[config.mk]
export PLATFORM = sky130hd
export DESIGN_NAME = tcw_seq
export DESIGN_NICKNAME = d
export VERILOG_FILES = /design/src/rtl/core/tcw_pkg.sv /design/src/rtl/core/tcw_seq.sv
export VERILOG_INCLUDE_DIRS = /design/src /design/src/rtl/core
export SDC_FILE = /design/constraint.sdc
export NUM_CORES = 1
export LEC_CHECK = 0
export ABC_CLOCK_PERIOD_IN_PS = 4000
export BUFFER_PORTS_ARGS = -buffer_cell sky130_fd_sc_hd__clkbuf_2
export CAP_MARGIN = 40
export CORE_MARGIN = 2
export CORE_UTILIZATION = 54
export CTS_CLUSTER_SIZE = 40
export DETAILED_ROUTE_END_ITERATION = 6
export HOLD_SLACK_MARGIN = 0.1
export PLACE_DENSITY = 0.84
export SYNTH_ARGS = -nofsm -noshare
export SYNTH_HDL_FRONTEND = slang
export SYNTH_SLANG_ARGS = --single-unit
[constraint.sdc]
create_clock -name clk_i -period 4 [get_ports clk_i]
set_clock_uncertainty 0.2 [all_clocks]
set_input_delay 0.8 -clock clk_i [delete_from_list [all_inputs] [get_ports clk_i]]
set_output_delay 0.8 -clock clk_i [all_outputs]
set_load 0.01 [all_outputs]
[src/rtl/core/text_console_writer_top_assert.svh]
// ----------------------------------------------------------------------------
// Text console writer assertion macros
// Shared concurrent assertion forms, clocked on clk_i and held off in reset.
// ----------------------------------------------------------------------------
`ifndef TEXT_CONSOLE_WRITER_TOP_ASSERT_SVH
`define TEXT_CONSOLE_WRITER_TOP_ASSERT_SVH

// A property that must hold at every clock edge outside reset.
`define TCW_ASSERT(name, prop, msg) \
  name: assert property (@(posedge clk_i) disable iff (!rst_ni) prop) \
    else $error(msg);

// A condition that must never be seen outside reset.
`define TCW_NEVER(name, cond, msg) \
  name: assert property (@(posedge clk_i) disable iff (!rst_ni) !(cond)) \
    else $error(msg);

`endif

[src/rtl/core/tcw_pkg.sv]
// ----------------------------------------------------------------------------
// Text console writer package
// Screen geometry, codes, shared types and cell helpers.
// ----------------------------------------------------------------------------
package tcw_pkg;

  localparam int COLUMNS = 80;
  localparam int ROWS    = 25;
  localparam int CELLS   = ROWS * COLUMNS;
  localparam int ADDR_W  = $clog2(CELLS);
  localparam int ROW_W   = 5;
  localparam int COL_W   = 7;

  localparam logic [1:0] OP_PUT   = 2'd0;
  localparam logic [1:0] OP_CLEAR = 2'd1;
  localparam logic [1:0] OP_READ  = 2'd2;

  localparam logic [7:0] CH_NUL     = 8'h00;
  localparam logic [7:0] CH_NEWLINE = 8'h0A;
  localparam logic [7:0] CH_SPACE   = 8'h20;

  localparam logic REG_FORE_COLOR = 1'b0;
  localparam logic REG_BACK_COLOR = 1'b1;

  typedef struct packed {
    logic [3:0] fore;
    logic [3:0] back;
  } colors_t;

  typedef struct packed {
    logic              we;
    logic [ADDR_W-1:0] waddr;
    logic [15:0]       wdata;
    logic              re;
    logic [ADDR_W-1:0] raddr;
  } ram_req_t;

  typedef struct packed {
    logic [15:0]      cell_value;
    logic [ROW_W-1:0] cursor_line;
    logic [COL_W-1:0] cursor_pos;
    logic             scrolled;
  } result_t;

  function automatic logic [ADDR_W-1:0] cell_addr(input logic [ROW_W-1:0] line,
                                                  input logic [COL_W-1:0] pos);
    cell_addr = ADDR_W'(line) * ADDR_W'(COLUMNS) + ADDR_W'(pos);
  endfunction

  function automatic logic [15:0] make_cell(input logic [7:0] ch, input colors_t c);
    make_cell = {c.back, c.fore, ch};
  endfunction

endpackage

[src/rtl/core/tcw_seq.sv]
// ----------------------------------------------------------------------------
// Text console sequencer
// Cursor state and the walks over screen memory for fill, scroll and clear.
// ----------------------------------------------------------------------------
`include "text_console_writer_top_assert.svh"

module tcw_seq (
  input  logic                clk_i,
  input  logic                rst_ni,
  input  tcw_pkg::colors_t    colors_i,
  input  logic                in_valid_i,
  output logic                in_ready_o,
  input  logic [1:0]          op_i,
  input  logic [7:0]          character_i,
  input  logic [4:0]          cell_row_i,
  input  logic [6:0]          cell_col_i,
  output tcw_pkg::ram_req_t   ram_req_o,
  input  logic [15:0]         rdata_i,
  output logic                res_valid_o,
  input  logic                res_ready_i,
  output tcw_pkg::result_t    res_o
);
  import tcw_pkg::*;

  localparam logic [2:0] S_IDLE       = 3'd0;
  localparam logic [2:0] S_FILL       = 3'd1;
  localparam logic [2:0] S_ADV        = 3'd2;
  localparam logic [2:0] S_SCROLL     = 3'd3;
  localparam logic [2:0] S_SCROLL_END = 3'd4;
  localparam logic [2:0] S_PUT        = 3'd5;
  localparam logic [2:0] S_DONE       = 3'd6;

  localparam logic [1:0] FM_EOL   = 2'd0;
  localparam logic [1:0] FM_LAST  = 2'd1;
  localparam logic [1:0] FM_CLEAR = 2'd2;

  localparam logic [ADDR_W-1:0] LAST_COPY = ADDR_W'((ROWS - 1) * COLUMNS - 1);
  localparam logic [ADDR_W-1:0] LAST_LINE = ADDR_W'((ROWS - 1) * COLUMNS);
  localparam logic [ADDR_W-1:0] LAST_CELL = ADDR_W'(CELLS - 1);

  logic [2:0]        state_q, state_d;
  logic [1:0]        fmode_q, fmode_d;
  logic [ROW_W-1:0]  line_q, line_d;
  logic [COL_W-1:0]  pos_q, pos_d;
  logic              put_after_q, put_after_d;
  logic              scrolled_q, scrolled_d;
  logic              rd_ok_q, rd_ok_d;
  logic              pend_q, pend_d;
  logic [ADDR_W-1:0] addr_q, addr_d;
  logic [ADDR_W-1:0] last_q, last_d;
  logic [ADDR_W-1:0] waddr_q, waddr_d;
  logic [7:0]        char_q, char_d;
  logic [15:0]       blank;

  assign blank = make_cell(CH_SPACE, colors_i);

  always_comb begin
    state_d     = state_q;
    fmode_d     = fmode_q;
    line_d      = line_q;
    pos_d       = pos_q;
    put_after_d = put_after_q;
    scrolled_d  = scrolled_q;
    rd_ok_d     = rd_ok_q;
    pend_d      = 1'b0;
    addr_d      = addr_q;
    last_d      = last_q;
    waddr_d     = waddr_q;
    char_d      = char_q;
    ram_req_o   = '0;

    // The copy pipeline writes back what it read in the previous cycle.
    if (pend_q) begin
      ram_req_o.we    = 1'b1;
      ram_req_o.waddr = waddr_q;
      ram_req_o.wdata = rdata_i;
    end

    unique case (state_q)
      S_IDLE: begin
        if (in_valid_i) begin
          scrolled_d  = 1'b0;
          rd_ok_d     = 1'b0;
          put_after_d = 1'b0;
          char_d      = character_i;
          unique case (op_i)
            OP_PUT: begin
              if (character_i == CH_NUL) begin
                state_d = S_DONE;
              end else if (character_i == CH_NEWLINE) begin
                if (pos_q < COL_W'(COLUMNS)) begin
                  addr_d  = cell_addr(line_q, pos_q);
                  last_d  = cell_addr(line_q, COL_W'(COLUMNS - 1));
                  fmode_d = FM_EOL;
                  state_d = S_FILL;
                end else begin
                  state_d = S_ADV;
                end
              end else if (pos_q == COL_W'(COLUMNS)) begin
                put_after_d = 1'b1;
                state_d     = S_ADV;
              end else begin
                ram_req_o.we    = 1'b1;
                ram_req_o.waddr = cell_addr(line_q, pos_q);
                ram_req_o.wdata = make_cell(character_i, colors_i);
                pos_d           = pos_q + COL_W'(1);
                state_d         = S_DONE;
              end
            end
            OP_CLEAR: begin
              addr_d  = '0;
              last_d  = LAST_CELL;
              fmode_d = FM_CLEAR;
              state_d = S_FILL;
            end
            OP_READ: begin
              if ((cell_row_i < ROW_W'(ROWS)) && (cell_col_i < COL_W'(COLUMNS))) begin
                ram_req_o.re    = 1'b1;
                ram_req_o.raddr = cell_addr(cell_row_i, cell_col_i);
                rd_ok_d         = 1'b1;
              end
              state_d = S_DONE;
            end
            default: begin
              state_d = S_DONE;
            end
          endcase
        end
      end
      S_FILL: begin
        ram_req_o.we    = 1'b1;
        ram_req_o.waddr = addr_q;
        ram_req_o.wdata = blank;
        if (addr_q == last_q) begin
          unique case (fmode_q)
            FM_EOL:  state_d = S_ADV;
            FM_LAST: state_d = put_after_q ? S_PUT : S_DONE;
            default: state_d = S_DONE;
          endcase
        end else begin
          addr_d = addr_q + ADDR_W'(1);
        end
      end
      S_ADV: begin
        pos_d = '0;
        if (line_q == ROW_W'(ROWS - 1)) begin
          scrolled_d = 1'b1;
          addr_d     = '0;
          state_d    = S_SCROLL;
        end else begin
          line_d  = line_q + ROW_W'(1);
          state_d = put_after_q ? S_PUT : S_DONE;
        end
      end
      S_SCROLL: begin
        ram_req_o.re    = 1'b1;
        ram_req_o.raddr = addr_q + ADDR_W'(COLUMNS);
        pend_d          = 1'b1;
        waddr_d         = addr_q;
        if (addr_q == LAST_COPY) begin
          state_d = S_SCROLL_END;
        end else begin
          addr_d = addr_q + ADDR_W'(1);
        end
      end
      S_SCROLL_END: begin
        addr_d  = LAST_LINE;
        last_d  = LAST_CELL;
        fmode_d = FM_LAST;
        state_d = S_FILL;
      end
      S_PUT: begin
        ram_req_o.we    = 1'b1;
        ram_req_o.waddr = cell_addr(line_q, pos_q);
        ram_req_o.wdata = make_cell(char_q, colors_i);
        pos_d           = pos_q + COL_W'(1);
        state_d         = S_DONE;
      end
      S_DONE: begin
        if (res_ready_i) begin
          state_d = S_IDLE;
        end
      end
      default: begin
        state_d = S_IDLE;
      end
    endcase
  end

  always_ff @(posedge clk_i or negedge rst_ni) begin
    if (!rst_ni) begin
      state_q     <= S_IDLE;
      fmode_q     <= FM_EOL;
      line_q      <= '0;
      pos_q       <= '0;
      put_after_q <= 1'b0;
      scrolled_q  <= 1'b0;
      rd_ok_q     <= 1'b0;
      pend_q      <= 1'b0;
    end else begin
      state_q     <= state_d;
      fmode_q     <= fmode_d;
      line_q      <= line_d;
      pos_q       <= pos_d;
      put_after_q <= put_after_d;
      scrolled_q  <= scrolled_d;
      rd_ok_q     <= rd_ok_d;
      pend_q      <= pend_d;
    end
  end

  always_ff @(posedge clk_i) begin
    addr_q  <= addr_d;
    last_q  <= last_d;
    waddr_q <= waddr_d;
    char_q  <= char_d;
  end

  assign in_ready_o             = (state_q == S_IDLE);
  assign res_valid_o            = (state_q == S_DONE);
  assign res_o.cell_value       = rd_ok_q ? rdata_i : 16'h0000;
  assign res_o.cursor_line      = line_q;
  assign res_o.cursor_pos       = pos_q;
  assign res_o.scrolled         = scrolled_q;

  `TCW_NEVER(a_cursor_range, (pos_q > COL_W'(COLUMNS)) || (line_q > ROW_W'(ROWS - 1)), "cursor out of range")
  `TCW_NEVER(a_copy_order, pend_q && ram_req_o.re && (ram_req_o.raddr <= waddr_q), "scroll read behind write")
  `TCW_NEVER(a_write_range, ram_req_o.we && (ram_req_o.waddr > LAST_CELL), "write beyond screen")
  `TCW_ASSERT(a_accept_busy, (in_valid_i && (state_q == S_IDLE)) |=> (state_q != S_IDLE), "request not taken")

endmodule

== Word-level counts from Yosys, hierarchy flattened ==
Index checks and enable logic that the tools add are counted.
Storage, ports and cells
  register bits after elaboration: 62
  input bits: 50
  output and inout port bits: 71
  logic and storage cells: 131
Operators by class
  $add $sub $neg: 7
  multipliers: 2
  order comparisons: 3
  eq/ne operators: 29
  mux-type cells: 61
  bitwise logic cells: 1
  reduce and logical (&&, ||, !) cells: 16
Operator list (count)
  28-bit two-way mux: 5
  11-bit two-way mux: 11
  28-bit one-hot mux with 3 select lines: 1
  11-bit one-hot mux with 2 select lines: 3
  11-bit one-hot mux with 5 select lines: 1
  40-bit two-way mux: 1
  7-bit two-way mux: 5
  12-bit two-way mux: 2
  3-bit two-way mux: 8
  12-bit one-hot mux with 2 select lines: 1
  11-bit by 7-bit adder with 11-bit output: 2
  11-bit by 7-bit adder with 11-bit output, second input constant: 2
  3-bit one-hot mux with 7 select lines: 1
  7-bit one-hot mux with 3 select lines: 1
  2-bit inequality test, second input constant: 9
  16-bit two-way mux: 1
  7-bit less-than comparator, second input constant: 2
  5-bit by 3-bit multiplier with 7-bit output, second input constant: 2
  2-bit two-way mux: 6
  3-bit one-hot mux with 2 select lines: 2
  6-bit AND reduction: 2
  11-bit by 1-bit adder with 11-bit output, second input constant: 1
  11-bit == test: 1
  11-bit == test, second input constant: 1
  other kinds (29): 48

== Logic depth before layout (Yosys ltp) ==
  depth in word-level cells: 8
  gate-level depth with buffers: 9
  gate-level depth less buffers: 9

== Worst setup path before layout ==
No wires, ideal clock.
  path kind: input -> output
  from: input cell_row_i[1]
  to: output ram_req_o[10] in the netlist's numbering
  arrival: 2.696 ns
  required time: 3.000 ns
  path slack: 0.304 ns
  stages on the path: 8
  buffers on the path: 0
  path through: ha_1 ha_1 inv_1 fa_1 nor4_1 xor2_1 or3_1 nand3_1
RTL lines
  start, declared: RTL line tcw_seq.sv:15  | input logic [4:0] cell_row_i,
  end, declared: RTL line tcw_seq.sv:17  | output tcw_pkg::ram_req_t ram_req_o,

==> results.py <==
metrics = {
    "placement": {
        "place_ws_ns": 0.05559,
        "dpl_cell_area_mm2": 0.005326,
        "post-dp-hpwl_um": 10340,
        "routabilityCongestion": 0.9243,
        "numPortBuffers": 120,
    },
    "critical_path": {
        "cp_data_arrival_time_ns": 2.92,
        "cp.required_ns": 3.00,
        "r2r_cells": 8,
        "cpMostUsedCell": "clkbuf_2",
        "endpoint_kind": "output port",
        "worstPathCellList": "clkbuf_2 > ha_1 > ha_2 > inv_1 > fa_2 > nor4_4 > xor2_1 > or3_1 > nand3_1 > clkbuf_2",
        "cp_num_cells": 10,
        "startpoint_type": "primary input",
        "slowest_delay_ns": 0.47,
        "cpMaxStageDelayCell": "fa_2",
        "path_class": "in -> out",
        "path_max_fanout": 2,
        "cp_num_buf_inv": 3,
        "crit_family": "adder cells",
    },
    "die": {
        "ioPinCount": 121,
        "die_w_um": 96.58,
        "rows": 33,
        "fp.dieH_um": 96.58,
        "die_area_mm2": 0.009328,
        "initial_core_util": 0.5605,
        "core-area_mm2": 0.008258,
    },
    "sta": {
        "setup_violations": 0,
        "clock.fmax_mhz": 255.4,
        "min_period_over_period": 0.9788,
        "whs_ns": 0.2434,
        "slew_violations": 0,
        "period_minus_slack_ns": 3.915,
        "slew-limit-headroom": 0.4268,
        "finalHoldViolations": 0,
        "finalWorstSetupSlack_ns": 0.08474,
        "rsz0062_at_grt": "no",
        "tightest_slew_ns": 0.8580,
    },
    "global_routing": {
        "grt_pass1_wl_um": 20870,
        "grt_pass1_vias": 4298,
        "antenna_found_initial": 0,
        "grt_max_degree": 22,
        "grt_usage": 0.2991,
        "use_met1": 0.3484,
        "gr-usage-met2": 0.5341,
        "grt_overflow": 0,
        "use_met3": 0.06206,
        "grt_busiest_layer": "met2",
    },
    "drt": {
        "drtIter0Drc": 429,
        "drc": 0,
        "viasPerCell": 6.321,
        "via_count": 4608,
        "drt-wirelength-per-cell_um": 18.91,
        "dr.pass1.iters": 5,
        "postRouteAntennaNets": 0,
        "wl_um": 13790,
    },
    "synth": {
        "synth_seq_area_share": 0.3536,
        "synth_edf_count": 37,
        "synth_fp_nets": 573,
        "post_synth.cell_area_avg_um2": 9.369,
        "postSynth.asyncResetShare": 0.3621,
        "synth_top_area_share": 0.2401,
        "ys_seq_elements": 58,
        "yosys.area.top_type": "edfxtp_1",
        "synthTopCellsByArea": "edfxtp_1 24%, dfrtp_1 11%, ha_1 6.8%, nand2_1 4.7%, xnor2_1 4.2%",
        "syn_area_mm2": 0.004628,
        "yosys_warnings": 0,
        "yosysUniqueCellTypes": 73,
        "ys.flop_type": "edfxtp_1",
        "syn_inst": 494,
    },
    "clocking": {
        "cts.clk_slew.worst_paths_ns": 0.07,
        "htreeDepth": 3,
        "clock_sinks": 58,
        "cts_hold_buffers": 0,
        "cts_inserted_buffers": 9,
        "clockRootBuffer": "clkbuf_8",
        "cts_tree": "built",
        "clock_latency_ns": 0.34,
        "clk_path_buf_depth": 2,
    },
    "finish": {
        "multi_input_comb_area_mm2": 0.002818,
        "area_delta_synth_final_pct": 21.01,
        "nNetsFinal": 698,
        "regArea_mm2": 0.001638,
        "drive_gt1_frac": 0.2933,
        "diodes": 0,
        "final_area_mm2": 0.005600,
        "nFillCells": 645,
    },
    "run": {
        "max-cap-violations": 0,
    },
    "outcome": {
        "status": "completed",
    },
    "power": {
        "seqPwrFrac": 0.289,
        "comb_power_share": 0.579,
        "internal-power_uw": 2411,
        "power_leakage_uw": 0.002482,
        "clkPwrFrac": 0.132,
        "fin_total_pwr_uw": 4454,
        "p_sw_uw": 2044,
        "ir_worst_vdd_uv": 850.5,
        "power.density_mw_per_mm2": 795.3,
        "p_sw_frac": 0.4588,
    },
    "min_path": {
        "min_path_type": "in -> async",
    },
}
-- power by group through the flow --
stage / clock (uW) / sequential (uW) / combinational (uW)
6_report: 587 / 1290 / 2580
5_1_grt: 624 / 1320 / 2850
4_1_cts: 591 / 1280 / 2500
3_5_place_dp: 0 / 1290 / 2470
3_3_place_gp: 0 / 1270 / 2370
2_1_floorplan: 0 / 1160 / 1800
-- worst paths after layout --
kind,start,endpoint,slack (ns)
hold reg to reg,fmode_q[0],fmode_q[0],0.34
setup reg to reg,line_q[3],addr_q[9],1.08
max in group asynchronous,rst_ni,line_q[3],2.95
hold / removal,rst_ni,pos_q[4],0.24
setup / recovery,cell_row_i[1],ram_req_o[10],0.08
min in group clk_i,fmode_q[0],fmode_q[0],0.34
-- worst reg2reg max path, cell delays in order (launching register included) --
cell and delay [ns]:
dfrtp_2 0.43, ha_1 0.29, ha_1 0.24, fa_2 0.57, o211ai_1 0.10, o21ai_0 0.33
nand3_1 0.16, maj3_1 0.36, o21ai_0 0.08
-- layer usage --
metal	wire, um	part of all wire
met1	5308	0.38
met2	6881	0.50
met3	1165	0.084
met4	434	0.031
met5	0	0
-- timing repair --
| item | 4_1_cts | 5_1_grt |
|---|---|---|
| buffers inserted | 0 | 2 |
| gates resized for setup | 3 | 7 |
| pin swaps | 0 | 4 |
| setup endpoints to repair | 2 | 3 |
-- layout make-up --
type	count	share of cell area
well taps	105	0.02346
multi-input cells	396	0.5031
inverters	14	0.009383
clock inverters	5	0.01408
flip-flops and latches	58	0.2924
repair buffers	140	0.1340
clock buffers	11	0.02346
-- cell usage in the layout (no fill, tap or decap), types with 9 or more instances in the layout --
cell type  instances
a21oi_1           24
a22o_1            10
clkbuf_2         120
nand2_1           58
ha_1              24
inv_1             13
and3_1             9
nand3_1           11
nor2_1            25
nand4_1           10
o21ai_0           38
a221o_1           14
edfxtp_1          37
clkbuf_8           9
xnor2_1           21
buf_4             20
dfrtp_1           20
and2_1            18
xor2_1            18
-- registers in the layout, indices dropped and copies added (netlist names) --
| register | flops |
|---|---|
| addr_q | 11 |
| char_q | 8 |
| fmode_q | 2 |
| last_q | 7 |
| line_q | 5 |
| pend_q | 1 |
| pos_q | 7 |
| put_after_q | 1 |
| rd_ok_q | 1 |
| scrolled_q | 1 |
| state_q | 3 |
| waddr_q | 11 |
-- stage by stage --
stage	setup TNS (ns)	instances	util
after CTS	-0.004045	727	0.6715
final	0	729	0.6782
after global routing	0	729	0.6782
after detailed placement	0	711	0.6450
after global placement	0	710	0.6441
after floorplan	0	494	-
-- kinds of logic after synthesis --
group                    Yosys count  share of synthesized area
flip-flops                        58                     0.3536
adder cells (fa/ha/maj)           30                    0.08705
AND/OR/NAND/NOR                  183                     0.2122
multiplexers                       9                    0.02001
AO/OA/AOI/OAI                    133                     0.2017
XOR/XNOR                          41                    0.07759
buffers and inverters             40                    0.04785
-- Yosys cell counts (3+ instances only) --
cell type / n
a21o_1: 5
a21oi_1: 24
a221o_1: 14
a22o_1: 10
a31oi_1: 7
and2_1: 18
and3_1: 9
buf_4: 3
buf_6: 3
clkbuf_1: 14
dfrtp_1: 21
edfxtp_1: 37
fa_1: 4
ha_1: 25
inv_1: 13
mux2i_1: 7
nand2_1: 58
nand2b_1: 4
nand3_1: 11
nand3b_1: 3
nand4_1: 10
nor2_1: 25
nor2b_1: 6
nor3_1: 6
nor4_1: 4
o21ai_0: 38
o221ai_1: 3
o311ai_0: 3
o31ai_1: 3
or2_2: 5
or3_2: 6
xnor2_1: 22
xor2_1: 19
Note: power is estimated with default switching activity, not from simulation.
